--- config.mk ---
export PLATFORM = sky130hd
export DESIGN_NAME = mt_rng_ctrl
export DESIGN_NICKNAME = d
export VERILOG_FILES = /design/src/rtl/mt_rng_pkg.sv /design/src/rtl/mt_rng_ctrl.sv
export SDC_FILE = /design/constraint.sdc
export NUM_CORES = 1
export LEC_CHECK = 0
export BUFFER_PORTS_ARGS = -buffer_cell sky130_fd_sc_hd__buf_2
export CAP_MARGIN = 20
export CORE_MARGIN = 2
export CORE_UTILIZATION = 47
export CTS_CLUSTER_DIAMETER = 50
export CTS_CLUSTER_SIZE = 12
export DETAILED_ROUTE_END_ITERATION = 10
export PLACE_DENSITY = 0.74
export SYNTH_ARGS = -nofsm -noshare
export SYNTH_HDL_FRONTEND = slang
export SYNTH_SLANG_ARGS = --single-unit
--- constraint.sdc ---
create_clock -name clk -period 2 [get_ports clk]
set_input_delay 0.4 -clock clk [delete_from_list [all_inputs] [get_ports clk]]
set_output_delay 0.4 -clock clk [all_outputs]
set_load 0.05 [all_outputs]
--- src/rtl/mt_rng_pkg.sv ---
// Shared types, constants and helper functions for the Mersenne Twister generator.
package mt_rng_pkg;

  // Table geometry
  localparam int TABLE_DEPTH  = 624;
  localparam int TWIST_OFFSET = 397;
  localparam int IDX_W        = $clog2(TABLE_DEPTH);

  localparam logic [IDX_W-1:0] IDX_LAST    = IDX_W'(TABLE_DEPTH - 1);
  localparam logic [IDX_W-1:0] IDX_OFFSET  = IDX_W'(TWIST_OFFSET);
  localparam logic [IDX_W-1:0] IDX_WRAPGAP = IDX_W'(TABLE_DEPTH - TWIST_OFFSET);

  // Recurrence and tempering constants
  localparam logic [31:0] INIT_MULT  = 32'h6C07_8965;
  localparam logic [31:0] UPPER_MASK = 32'h8000_0000;
  localparam logic [31:0] LOWER_MASK = 32'h7FFF_FFFF;
  localparam logic [31:0] MATRIX_A   = 32'h9908_B0DF;
  localparam logic [31:0] TEMPER_B   = 32'h9D2C_5680;
  localparam logic [31:0] TEMPER_C   = 32'hEFC6_0000;
  localparam logic [31:0] SEED_RESET = 32'd5489;

  // Remainder unit: one quotient bit per cycle
  localparam int DIV_STEPS = 32;
  localparam int DIV_CNT_W = $clog2(DIV_STEPS);
  localparam logic [DIV_CNT_W-1:0] DIV_CNT_LAST = DIV_CNT_W'(DIV_STEPS - 1);

  // Request modes
  localparam logic [1:0] FUNC_RAW   = 2'd0;
  localparam logic [1:0] FUNC_MOD   = 2'd1;
  localparam logic [1:0] FUNC_RANGE = 2'd2;

  // Table read address selection
  typedef enum logic [1:0] {
    RD_IDX  = 2'd0,
    RD_NEXT = 2'd1,
    RD_FAR  = 2'd2
  } rd_sel_t;

  // Commands from the controller to the datapath
  typedef struct packed {
    logic    seed_wr;
    logic    fill_start;
    logic    fill_mul;
    logic    fill_wr;
    logic    in_load;
    rd_sel_t rd_sel;
    logic    cap_a;
    logic    cap_b;
    logic    twist_wr;
    logic    temper;
    logic    div_init;
    logic    div_step;
    logic    res_special;
    logic    res_raw;
    logic    res_div;
    logic    out_load;
  } dp_cmd_t;

  // Status from the datapath to the controller
  typedef struct packed {
    logic [1:0] func;
    logic       bound_zero;
    logic       bounds_equal;
    logic       span_zero;
    logic       fill_last;
  } dp_status_t;

  // Output tempering of one table word
  function automatic logic [31:0] mt_temper(input logic [31:0] x);
    logic [31:0] y;
    y = x ^ (x >> 11);
    y = y ^ ((y << 7) & TEMPER_B);
    y = y ^ ((y << 15) & TEMPER_C);
    y = y ^ (y >> 18);
    return y;
  endfunction

endpackage

--- src/rtl/mt_rng_ctrl.sv ---
// Controller of the generator: sequences seeding, draws, remainder steps and the output handshake.
module mt_rng_ctrl (
  input  logic                   clk,
  input  logic                   rst,
  input  logic                   cfg_valid,
  output logic                   cfg_ready,
  input  logic                   s_tvalid,
  output logic                   s_tready,
  output logic                   m_tvalid,
  input  logic                   m_tready,
  input  mt_rng_pkg::dp_status_t status,
  output mt_rng_pkg::dp_cmd_t    cmd
);
  import mt_rng_pkg::*;

  typedef enum logic [13:0] {
    S_FILL0    = 14'b00000000000001,
    S_FILL_MUL = 14'b00000000000010,
    S_FILL_WR  = 14'b00000000000100,
    S_IDLE     = 14'b00000000001000,
    S_DECODE   = 14'b00000000010000,
    S_RD_A     = 14'b00000000100000,
    S_RD_B     = 14'b00000001000000,
    S_RD_C     = 14'b00000010000000,
    S_TWIST    = 14'b00000100000000,
    S_TEMPER   = 14'b00001000000000,
    S_POST     = 14'b00010000000000,
    S_DIV      = 14'b00100000000000,
    S_ADD      = 14'b01000000000000,
    S_FIN      = 14'b10000000000000
  } state_t;

  state_t               state;
  state_t               state_next;
  logic [DIV_CNT_W-1:0] div_cnt;
  logic                 out_valid;
  logic                 cfg_acc;
  logic                 in_acc;

  // Handshakes: seeding restarts on a write, requests only when idle
  assign cfg_ready = (state == S_FILL0) || (state == S_FILL_MUL) ||
                     (state == S_FILL_WR) || (state == S_IDLE);
  assign s_tready  = (state == S_IDLE) && !cfg_valid;
  assign cfg_acc   = cfg_valid && cfg_ready;
  assign in_acc    = s_tvalid && s_tready;
  assign m_tvalid  = out_valid;

  // Next state and commands
  always_comb begin
    state_next = state;
    cmd        = '0;
    cmd.rd_sel = RD_IDX;
    cmd.seed_wr = cfg_acc;
    unique case (state)
      S_FILL0: begin
        cmd.fill_start = 1'b1;
        state_next     = S_FILL_MUL;
      end
      S_FILL_MUL: begin
        cmd.fill_mul = 1'b1;
        state_next   = S_FILL_WR;
      end
      S_FILL_WR: begin
        cmd.fill_wr = 1'b1;
        state_next  = status.fill_last ? S_IDLE : S_FILL_MUL;
      end
      S_IDLE: begin
        if (in_acc) begin
          cmd.in_load = 1'b1;
          state_next  = S_DECODE;
        end
      end
      S_DECODE: begin
        case (status.func)
          FUNC_RAW: state_next = S_RD_A;
          FUNC_MOD: state_next = status.bound_zero ? S_FIN : S_RD_A;
          FUNC_RANGE: state_next = status.bounds_equal ? S_FIN : S_RD_A;
          default: state_next = S_FIN;
        endcase
        cmd.res_special = (state_next == S_FIN);
      end
      S_RD_A: begin
        cmd.rd_sel = RD_IDX;
        state_next = S_RD_B;
      end
      S_RD_B: begin
        cmd.rd_sel = RD_NEXT;
        cmd.cap_a  = 1'b1;
        state_next = S_RD_C;
      end
      S_RD_C: begin
        cmd.rd_sel = RD_FAR;
        cmd.cap_b  = 1'b1;
        state_next = S_TWIST;
      end
      S_TWIST: begin
        cmd.twist_wr = 1'b1;
        state_next   = S_TEMPER;
      end
      S_TEMPER: begin
        cmd.temper = 1'b1;
        state_next = S_POST;
      end
      S_POST: begin
        if ((status.func == FUNC_RAW) || status.span_zero) begin
          cmd.res_raw = 1'b1;
          state_next  = S_FIN;
        end else begin
          cmd.div_init = 1'b1;
          state_next   = S_DIV;
        end
      end
      S_DIV: begin
        cmd.div_step = 1'b1;
        if (div_cnt == DIV_CNT_LAST) begin
          state_next = S_ADD;
        end
      end
      S_ADD: begin
        cmd.res_div = 1'b1;
        state_next  = S_FIN;
      end
      S_FIN: begin
        if (!out_valid || m_tready) begin
          cmd.out_load = 1'b1;
          state_next   = S_IDLE;
        end
      end
      default: state_next = S_FILL0;
    endcase
    if (cfg_acc) begin
      state_next = S_FILL0;
    end
  end

  // State, step counter and output valid
  always_ff @(posedge clk) begin
    if (rst) begin
      state     <= S_FILL0;
      div_cnt   <= '0;
      out_valid <= 1'b0;
    end else begin
      state <= state_next;
      if (cmd.div_init) begin
        div_cnt <= '0;
      end else if (cmd.div_step) begin
        div_cnt <= div_cnt + DIV_CNT_W'(1);
      end
      if (cmd.out_load) begin
        out_valid <= 1'b1;
      end else if (m_tready) begin
        out_valid <= 1'b0;
      end
    end
  end

  // A seed write always restarts the table fill
  a_cfg_restarts_fill: assert property (@(posedge clk) disable iff (rst)
    cfg_acc |=> (state == S_FILL0))
    else $error("seed write did not restart the table fill");

  // An accepted request is decoded in the next cycle
  a_req_decoded: assert property (@(posedge clk) disable iff (rst)
    in_acc |=> (state == S_DECODE))
    else $error("accepted request was not decoded");

  // The remainder unit runs its full number of steps
  a_div_length: assert property (@(posedge clk) disable iff (rst)
    (state == S_DIV && div_cnt == DIV_CNT_LAST) |=> (state == S_ADD))
    else $error("remainder unit left early or late");

  // A pending word is never overwritten by a finished result
  a_no_overwrite: assert property (@(posedge clk) disable iff (rst)
    (state == S_FIN && out_valid && !m_tready) |=> (state == S_FIN && out_valid))
    else $error("finished result overwrote a word not yet taken");

endmodule

==> results of run 1 <==
-- cells in the mapped netlist (3+ instances only) --
cell      instances
a21oi_1           5
and3_1            3
buf_4             4
dfxtp_1          20
inv_1            10
nand2_1           9
nand3_1           3
nand3b_1          4
nand4_1           5
nor2_1           23
nor2b_1           3
nor3_1            9
nor4_1            7
nor4b_1           4
o21ai_0           8
or4_4             3
xor2_1            6
-- power breakdown --
| part | internal (uW) | switching, uW |
|---|---|---|
| clock network | 70.5 | 141 |
| registers | 406 | 8.36 |
| logic | 253 | 296 |
-- through the flow --
stage          cells  setup WS [ns]  setup TNS, ns
2_1_floorplan    158        -0.3150         -2.169
4_1_cts          263        -0.3290         -4.881
3_5_place_dp     244        -0.1423         -1.142
5_1_grt          274        -0.4876         -8.395
6_report         274        -0.4616         -7.592
3_3_place_gp     244       -0.08769        -0.5644
-- area by class of cell --
| cell class | count | area (um^2) | area share (%) |
|---|---|---|---|
| Inverter | 10 | 45.04 | 1.893 |
| Clock buffer | 3 | 22.52 | 0.9464 |
| Timing Repair Buffer | 92 | 833.3 | 35.02 |
| Tap cell | 30 | 37.54 | 1.577 |
| Sequential cell | 20 | 415.4 | 17.46 |
| Multi-Input combinational cell | 119 | 1026 | 43.11 |
-- cells by family (layout without fill, tap and decap cells) --
logic type	Yosys count	in the layout	share of synthesized area, %
mux	2	2	1.583
simple gates	85	85	39.86
xor+xnor	7	7	4.847
flops	20	20	31.65
compound gates	23	23	11.08
buf+inv	19	105	9.000
fa+ha+maj	2	2	1.978
-- layer usage --
layer,track usage [%],vias up
li1,-,740
met1,37.36,849
met2,56.63,167
met3,5.349,41
met4,8.844,0
met5,0,-
-- how the worst max path moves through the flow --
stage | start | to | slack, ns | cells past startpoint
global placement | state[0] | cmd[10] | -0.09 | 6
CTS | state[0] | cmd[6] | -0.33 | 5
finish | state[1] | cmd[6] | -0.46 | 5
floorplan | state[8] | div_cnt[3] | -0.32 | 6
detailed placement | state[5] | cmd[6] | -0.14 | 5
global route | state[1] | cmd[6] | -0.49 | 5
-- state kept, by name (all words and copies together), names as in the netlist --
register and flops:
state 14, m_tvalid 1, div_cnt 5
-- worst max-delay path: cells and delay by family (launching register included) --
kind	cells	cell delay [ns]
simple gates	4	1.19
flops	1	0.36
buf+inv	1	0.19
-- timing repair --
| action | CTS | global route |
|---|---|---|
| pin swaps | 12 | 14 |
| setup endpoints to repair | 25 | 30 |
| buffers inserted | 16 | 11 |
| gates resized for setup | 69 | 32 |
==> metrics.yaml, run 1 <==
timing:
  setup_ws_ns: -0.4616
  skew_ns: 0.02090
  rsz0062_at_grt: "true"
  fin_crit_sh_pct: 123.1
  setup_viol: 31
  fin_hold_ws_ns: 0.3075
  clock.fmax_ghz: 0.4062
  drv_slew: 0
  worst_pin_slew_ns: 0.6287
  slew_headroom_pct: 57.98
  min_period_ns: 2.462
  hold_violations: 0
clock_tree:
  clkSinkCount: 20
  cts_tree: "yes"
  holdBufCountCts: 0
  cts_buffer_depth: 2
  htree_levels: 1
  cts_buffers: 3
  clock-root-buffer: "clkbuf_4"
  clkTransAtPathRegs_ns: 0.14
  clkLatencyLatePin_ns: 0.32
yosys:
  yosys_most_used_dff: "dfxtp_1"
  ys_types: 43
  synth_area_mm2: 0.001265
  yosysTopAreaCell: "dfxtp_1"
  synthDominantCellAreaShare_pct: 31.65
  synth.area.top_cells: "dfxtp_1 (32%), nor2_1 (6.8%), xor2_1 (4.2%)"
  syn_inst: 158
  synth_edf_count: 0
  postSynth.asyncResetShare_pct: 0
  ys_warn_count: 0
  yosysSeqAreaShare_pct: 31.65
  syn_nets: 171
  synth_seq_cells: 20
  synth.avg_cell_area_um2: 8.006
placement:
  place_area_mm2: 0.001780
  place_congestion: 0.8775
  portBuffers: 30
  hpwl_um: 2979
worst_setup_path:
  path_class: "reg -> out"
  startpoint_type: "flop"
  r2r-end: "state[13]"
  rrSetupSlack_ns: -0.29
  worstPathMaxFanout: 3
  critPathCaptureType: "output port"
  worstRegToRegCells: 11
  r2r-start: "state[1]"
  crit_chain: "or4_4, nor2_4, nand3b_1, nor3_4, buf_6"
  max_stage_delay_ns: 0.56
  crit_slowest_cell: "or4_4"
  crit_arrival_ns: 2.06
  required_ns: 1.60
cells_and_area:
  area_delta_synth_final_pct: 88.13
  mostFrequentLayoutCell: "buf_4"
  n_antenna_cell: 0
  finalCoreUtilization_pct: 94.35
  fin_area_mm2: 0.002380
  nets: 259
  final_layout_size_suffix_gt1_share_pct: 59.84
  fill_cells: 81
  layout_common_cells: "buf_4 (44), buf_6 (30), nor2_1 (16)"
outcome:
  violations: "negative setup slack"
  status: "complete, but fails checks"
global_routing:
  antenna_found_initial: 0
  grt_pass1_wl_um: 7728
  grt_usage_pct: 31.10
  grt_max_degree: 11
  grt_overflow: 0
  grt_pass1_vias: 1601
detailed_routing:
  wl_met2_um: 3199
  dr_wl_met3_um: 617
  drtAntennaViolNets: 0
  wl_met1_um: 2237
  first_pass_iters: 7
  vias_per_cell: 6.558
  num_vias: 1797
  drtIter0Drc: 198
  top_layer: "met4"
  wl_um: 6411
  drc_errors: 0
  routedWlPerCell_um: 23.40
floorplan:
  pin_count: 31
  initial_utilization_pct: 50.15
  dieArea_mm2: 0.003123
  coreArea_mm2: 0.002522
  die_h_um: 55.88
  fp-row-count: 18
  die_w_um: 55.88
flow_run:
  maxCapViolCount: 0
power:
  totalPowerFinal_uw: 1175
  p_leak_uw: 0.001007
  p_per_area_mw_per_mm2: 493.7
  vdd_ir_drop_max_mv: 0.6013
worst_hold_path:
  holdPathEnd: "state[4]"
  min_path_cells: 2
  hp-class: "in -> reg"
  worstHoldStart: "rst"
No activity file was read; power rests on OpenSTA's default activity.
==> run 2: changes to the inputs <==
CORE_MARGIN = not set   (was 2)
CORE_UTILIZATION = 40   (was 47)
PLACE_DENSITY = 0.65   (was 0.74)
TNS_END_PERCENT = 5   (was not set)
==> run 2 against run 1 <==
The run still ends with negative setup slack left. Die area grew 8.6%. Wire length shrank 46%. Worst hold slack gained 0.030 ns. Cell area shrank 18%. Critical path type unchanged. Critical endpoint is now cmd[11]. Largest cell class unchanged. Highest routed layer unchanged.
==> metrics.yaml, run 2 (same netlist as run 1, synthesis figures left out) <==
outcome:
  status: "complete, but fails checks"
  violations: "negative setup slack"
power:
  p_per_area_mw_per_mm2: 527.6
  p_leak_uw: 0.0008551
  vdd_ir_drop_max_mv: 0.2634
floorplan:
  pin_count: 31
  initial_utilization_pct: 41.78
  dieArea_mm2: 0.003391
  fp-row-count: 20
  die_h_um: 58.24
  die_w_um: 58.24
  coreArea_mm2: 0.003028
timing:
  worst_pin_slew_ns: 0.4230
  setup_ws_ns: -0.3267
  slew_headroom_pct: 71.07
  hold_violations: 0
  clock.fmax_ghz: 0.4298
  min_period_ns: 2.327
  drv_slew: 0
  rsz0062_at_grt: "true"
  setup_viol: 17
  fin_hold_ws_ns: 0.3375
  fin_crit_sh_pct: 116.3
  tns_ns: -3.786
  skew_ns: 0.006044
worst_hold_path:
  worstHoldStart: "rst"
  hp-class: "in -> reg"
detailed_routing:
  drtIter0Drc: 40
  drtAntennaViolNets: 0
  wl_um: 3437
  drc_errors: 0
  first_pass_iters: 4
  routedWlPerCell_um: 12.97
  num_vias: 1383
  vias_per_cell: 5.219
clock_tree:
  cts_buffer_depth: 2
  cts_buffers: 3
  holdBufCountCts: 0
  clkSinkCount: 20
  clkTransAtPathRegs_ns: 0.12
  clock-root-buffer: "clkbuf_4"
  cts_tree: "yes"
  clkLatencyLatePin_ns: 0.30
  htree_levels: 1
flow_run:
  maxCapViolCount: 0
cells_and_area:
  final_layout_size_suffix_gt1_share_pct: 46.61
  regMostFlops: "state"
  nets: 235
  n_antenna_cell: 0
  mostFrequentLayoutCell: "buf_4"
  largest_reg_flops: 14
  area_delta_synth_final_pct: 54.01
  fin_area_mm2: 0.001948
  finalCoreUtilization_pct: 64.34
  layout_common_cells: "buf_4 (41), nor2_1 (20), dfxtp_1 (16)"
global_routing:
  grt_overflow: 0
  grt_usage_pct: 21.40
  grt_pass1_wl_um: 5602
  grt_pass1_vias: 1289
  grt_max_degree: 12
  antenna_found_initial: 0
placement:
  portBuffers: 30
  place_congestion: 0.8957
  place_area_mm2: 0.001744
  hpwl_um: 2758
worst_setup_path:
  crit_arrival_ns: 1.93
  path_class: "reg -> out"
  critPathCaptureType: "output port"
  startpoint_type: "flop"
  r2r-start: "state[0]"
  worstPathMaxFanout: 5
  crit_chain: "or4_4, nor2_1, buf_4, and3_2, buf_6"
  max_stage_delay_ns: 0.54
  required_ns: 1.60
  crit_slowest_cell: "or4_4"
  startpoint: "state[0]"
## run 2: changes by cell type in the layout (fill, tap and decap cells not counted), moves of 4 or more
cell / before / now
dfxtp_1: 12 / 16
nor2_1: 16 / 20
buf_8: 6 / 0
nand2_1: 5 / 9
nor2_4: 6 / 0
buf_6: 30 / 15
## run 2: cell type report
class,count,area (um^2)
clock buffers,4,36.28
fillers,248,1080
well taps,44,55.05
flip-flops and latches,20,405.4
repair buffers,68,539.3
inverters,10,37.54
multi-input cells,119,874.6
## run 2: per-layer routing
metal,global-route usage [%],share of wire [%]
met3,5.134,5.1
met2,35.96,47
met1,26.54,44
met5,0,0
met4,7.823,3.1
## run 2: power by group
group	leakage (uW)	internal (uW)	switching [uW]
Combinational	0.000671	156	222
Sequential	0.000163	409	5.61
Clock	0.0000210	111	125
## run 2: critical path: cells and delay by family, from the launching register on
kind / cells / cell delay [ns]
buf+inv: 2 / 0.33
flops: 1 / 0.34
simple gates: 3 / 0.96
## run 2: timing repair
action / CTS / global route
setup buffers: 0 / 0
endpoints found under the setup margin: 19 / 26
pin swaps: 1 / 3
gates resized for setup: 35 / 15
## run 2: final timing paths
| kind | to | slack, ns | cells after the start |
|---|---|---|---|
| max reg2reg | div_cnt[3] | 0.02 | 7 |
| max | cmd[11] | -0.33 | 5 |
| min reg2reg | div_cnt[4] | 0.52 | 2 |
| min | state[4] | 0.34 | 2 |
## run 2: per-stage QoR
step	instances	total power [uW]	worst slack [ns]
after global placement	261	755.3	-0.04616
after global routing	265	1074	-0.4050
final	265	1028	-0.3267
after floorplan	158	639.6	-0.3395
after detailed placement	261	763.6	-0.07409
after CTS	265	1012	-0.3041
==> run 3: changes to the inputs <==
PLACE_DENSITY = 0.75   (was 0.65)
==> run 3 against run 2 <==
The flow still finishes with violations (negative setup slack). Largest power group unchanged. Sequential share of layout area is 0.12 points lower. First-iteration DRC count is 5.0% higher. Clock power is 20% lower. Sequential power hardly changed. Non-clock buffer count stayed put. Maximum frequency is 0.21% higher.
==> metrics.yaml, run 3 (same netlist as run 1, synthesis figures left out) <==
clock_tree:
  clkTransAtPathRegs_ns: 0.11
  cts_tree: "yes"
  clock-root-buffer: "clkbuf_4"
  cts_buffer_depth: 2
  clkSinkCount: 20
  cts_buffers: 3
  htree_levels: 1
  clkLatencyLatePin_ns: 0.30
cells_and_area:
  mostFrequentLayoutCell: "buf_4"
  area_delta_synth_final_pct: 53.91
  finalCoreUtilization_pct: 64.30
  n_antenna_cell: 0
  fin_area_mm2: 0.001947
  largest_reg_flops: 14
  regMostFlops: "state"
  final_layout_size_suffix_gt1_share_pct: 46.36
  nets: 235
  layout_common_cells: "buf_4 (42), nor2_1 (20), dfxtp_1 (18)"
timing:
  clock.fmax_ghz: 0.4307
  skew_ns: 0.01091
  min_period_ns: 2.322
  fin_hold_ws_ns: 0.3520
  slew_headroom_pct: 70.47
  worst_pin_slew_ns: 0.4318
  rsz0062_at_grt: "true"
  hold_violations: 0
  setup_viol: 19
  drv_slew: 0
  setup_ws_ns: -0.3218
  fin_crit_sh_pct: 116.1
worst_setup_path:
  worstPathMaxFanout: 4
  startpoint_type: "flop"
  rrSetupSlack_ns: 0.08
  r2r-end: "div_cnt[3]"
  worstRegToRegCells: 6
  crit_slowest_cell: "or4_4"
  startpoint: "state[5]"
  crit_arrival_ns: 1.92
  required_ns: 1.60
  r2r-start: "state[5]"
  critPathCaptureType: "output port"
  path_class: "reg -> out"
  max_stage_delay_ns: 0.59
  crit_chain: "or4_4, nor2_4, nand3b_1, nor3_4, buf_6"
global_routing:
  grt_pass1_wl_um: 5989
  grt-busiest-layer: "met2"
  met2_usage_pct: 43.35
  grt_pass1_vias: 1355
  grt_max_degree: 11
  grt_usage_pct: 23.16
  antenna_found_initial: 0
  grt_overflow: 0
  met1_usage_pct: 27.06
  grt_util_met3_pct: 3.125
floorplan:
  dieArea_mm2: 0.003391
  initial_utilization_pct: 41.78
  die_h_um: 58.24
  die_w_um: 58.24
  pin_count: 31
  coreArea_mm2: 0.003028
  fp-row-count: 20
flow_run:
  maxCapViolCount: 0
placement:
  place_ws_ns: -0.1002
  hpwl_um: 2623
  portBuffers: 30
  place_area_mm2: 0.001737
  place_congestion: 0.8074
power:
  vdd_ir_drop_max_mv: 0.3999
  p_leak_uw: 0.0008331
  totalPowerFinal_uw: 991.7
  p_per_area_mw_per_mm2: 509.4
worst_hold_path:
  min_path_cells: 2
  holdPathEnd: "state[4]"
  hp-class: "in -> reg"
  worstHoldStart: "rst"
detailed_routing:
  first_pass_iters: 5
  num_vias: 1361
  drc_errors: 0
  routedWlPerCell_um: 13.23
  drtAntennaViolNets: 0
  wl_um: 3493
  vias_per_cell: 5.155
  drtIter0Drc: 42
outcome:
  violations: "negative setup slack"
  status: "complete, but fails checks"
run 3: what timing repair did:
| item | 4_1_cts | 5_1_grt |
|---|---|---|
| endpoints found under the setup margin | 19 | 29 |
| gates resized for setup | 42 | 8 |
| pin swaps | 4 | 2 |
| hold endpoints to repair | 0 | 0 |
| buffers inserted | 1 | 0 |
| hold buffers | 0 | 0 |
run 3: critical path: cells and delay by family, from the launching register on:
kind	cells	cell delay [ns]
and+or+nand+nor	4	1.08
DFF	1	0.34
buffers and inverters	1	0.18
run 3: worst max path at each step:
stage,end,slack [ns],cells after the start
after floorplan,div_cnt[3],-0.34,6
after global placement,cmd[7],-0.07,5
after detailed placement,cmd[7],-0.10,5
after CTS,cmd[7],-0.32,5
after global routing,cmd[6],-0.43,5
final,cmd[6],-0.32,5
run 3: power by group:
| part | switching [uW] | total, uW | internal, uW |
|---|---|---|---|
| registers | 5.94 | 415 | 409 |
| logic | 230 | 390 | 160 |
| clock network | 117 | 187 | 70.2 |
run 3: area by class of cell:
cell class / count / area [um^2]
fillers: 258 / 1081
well taps: 44 / 55.05
repair buffers: 68 / 533.0
multi-input cells: 119 / 895.9
inverters: 10 / 37.54
clock buffers: 3 / 22.52
flip-flops and latches: 20 / 402.9
run 3: through the flow:
stage               TNS (ns)  cells
floorplan             -4.086    158
global placement     -0.1459    260
detailed placement   -0.2961    260
CTS                   -3.565    264
global route          -5.987    264
finish                -3.955    264
run 3: metal layers:
| metal | wire, um | up-vias | share of wire (%) |
|---|---|---|---|
| li1 | - | 694 | - |
| met1 | 1508 | 628 | 43 |
| met2 | 1817 | 33 | 52 |
| met3 | 114 | 6 | 3.3 |
| met4 | 53 | 0 | 1.5 |
| met5 | 0 | - | 0 |
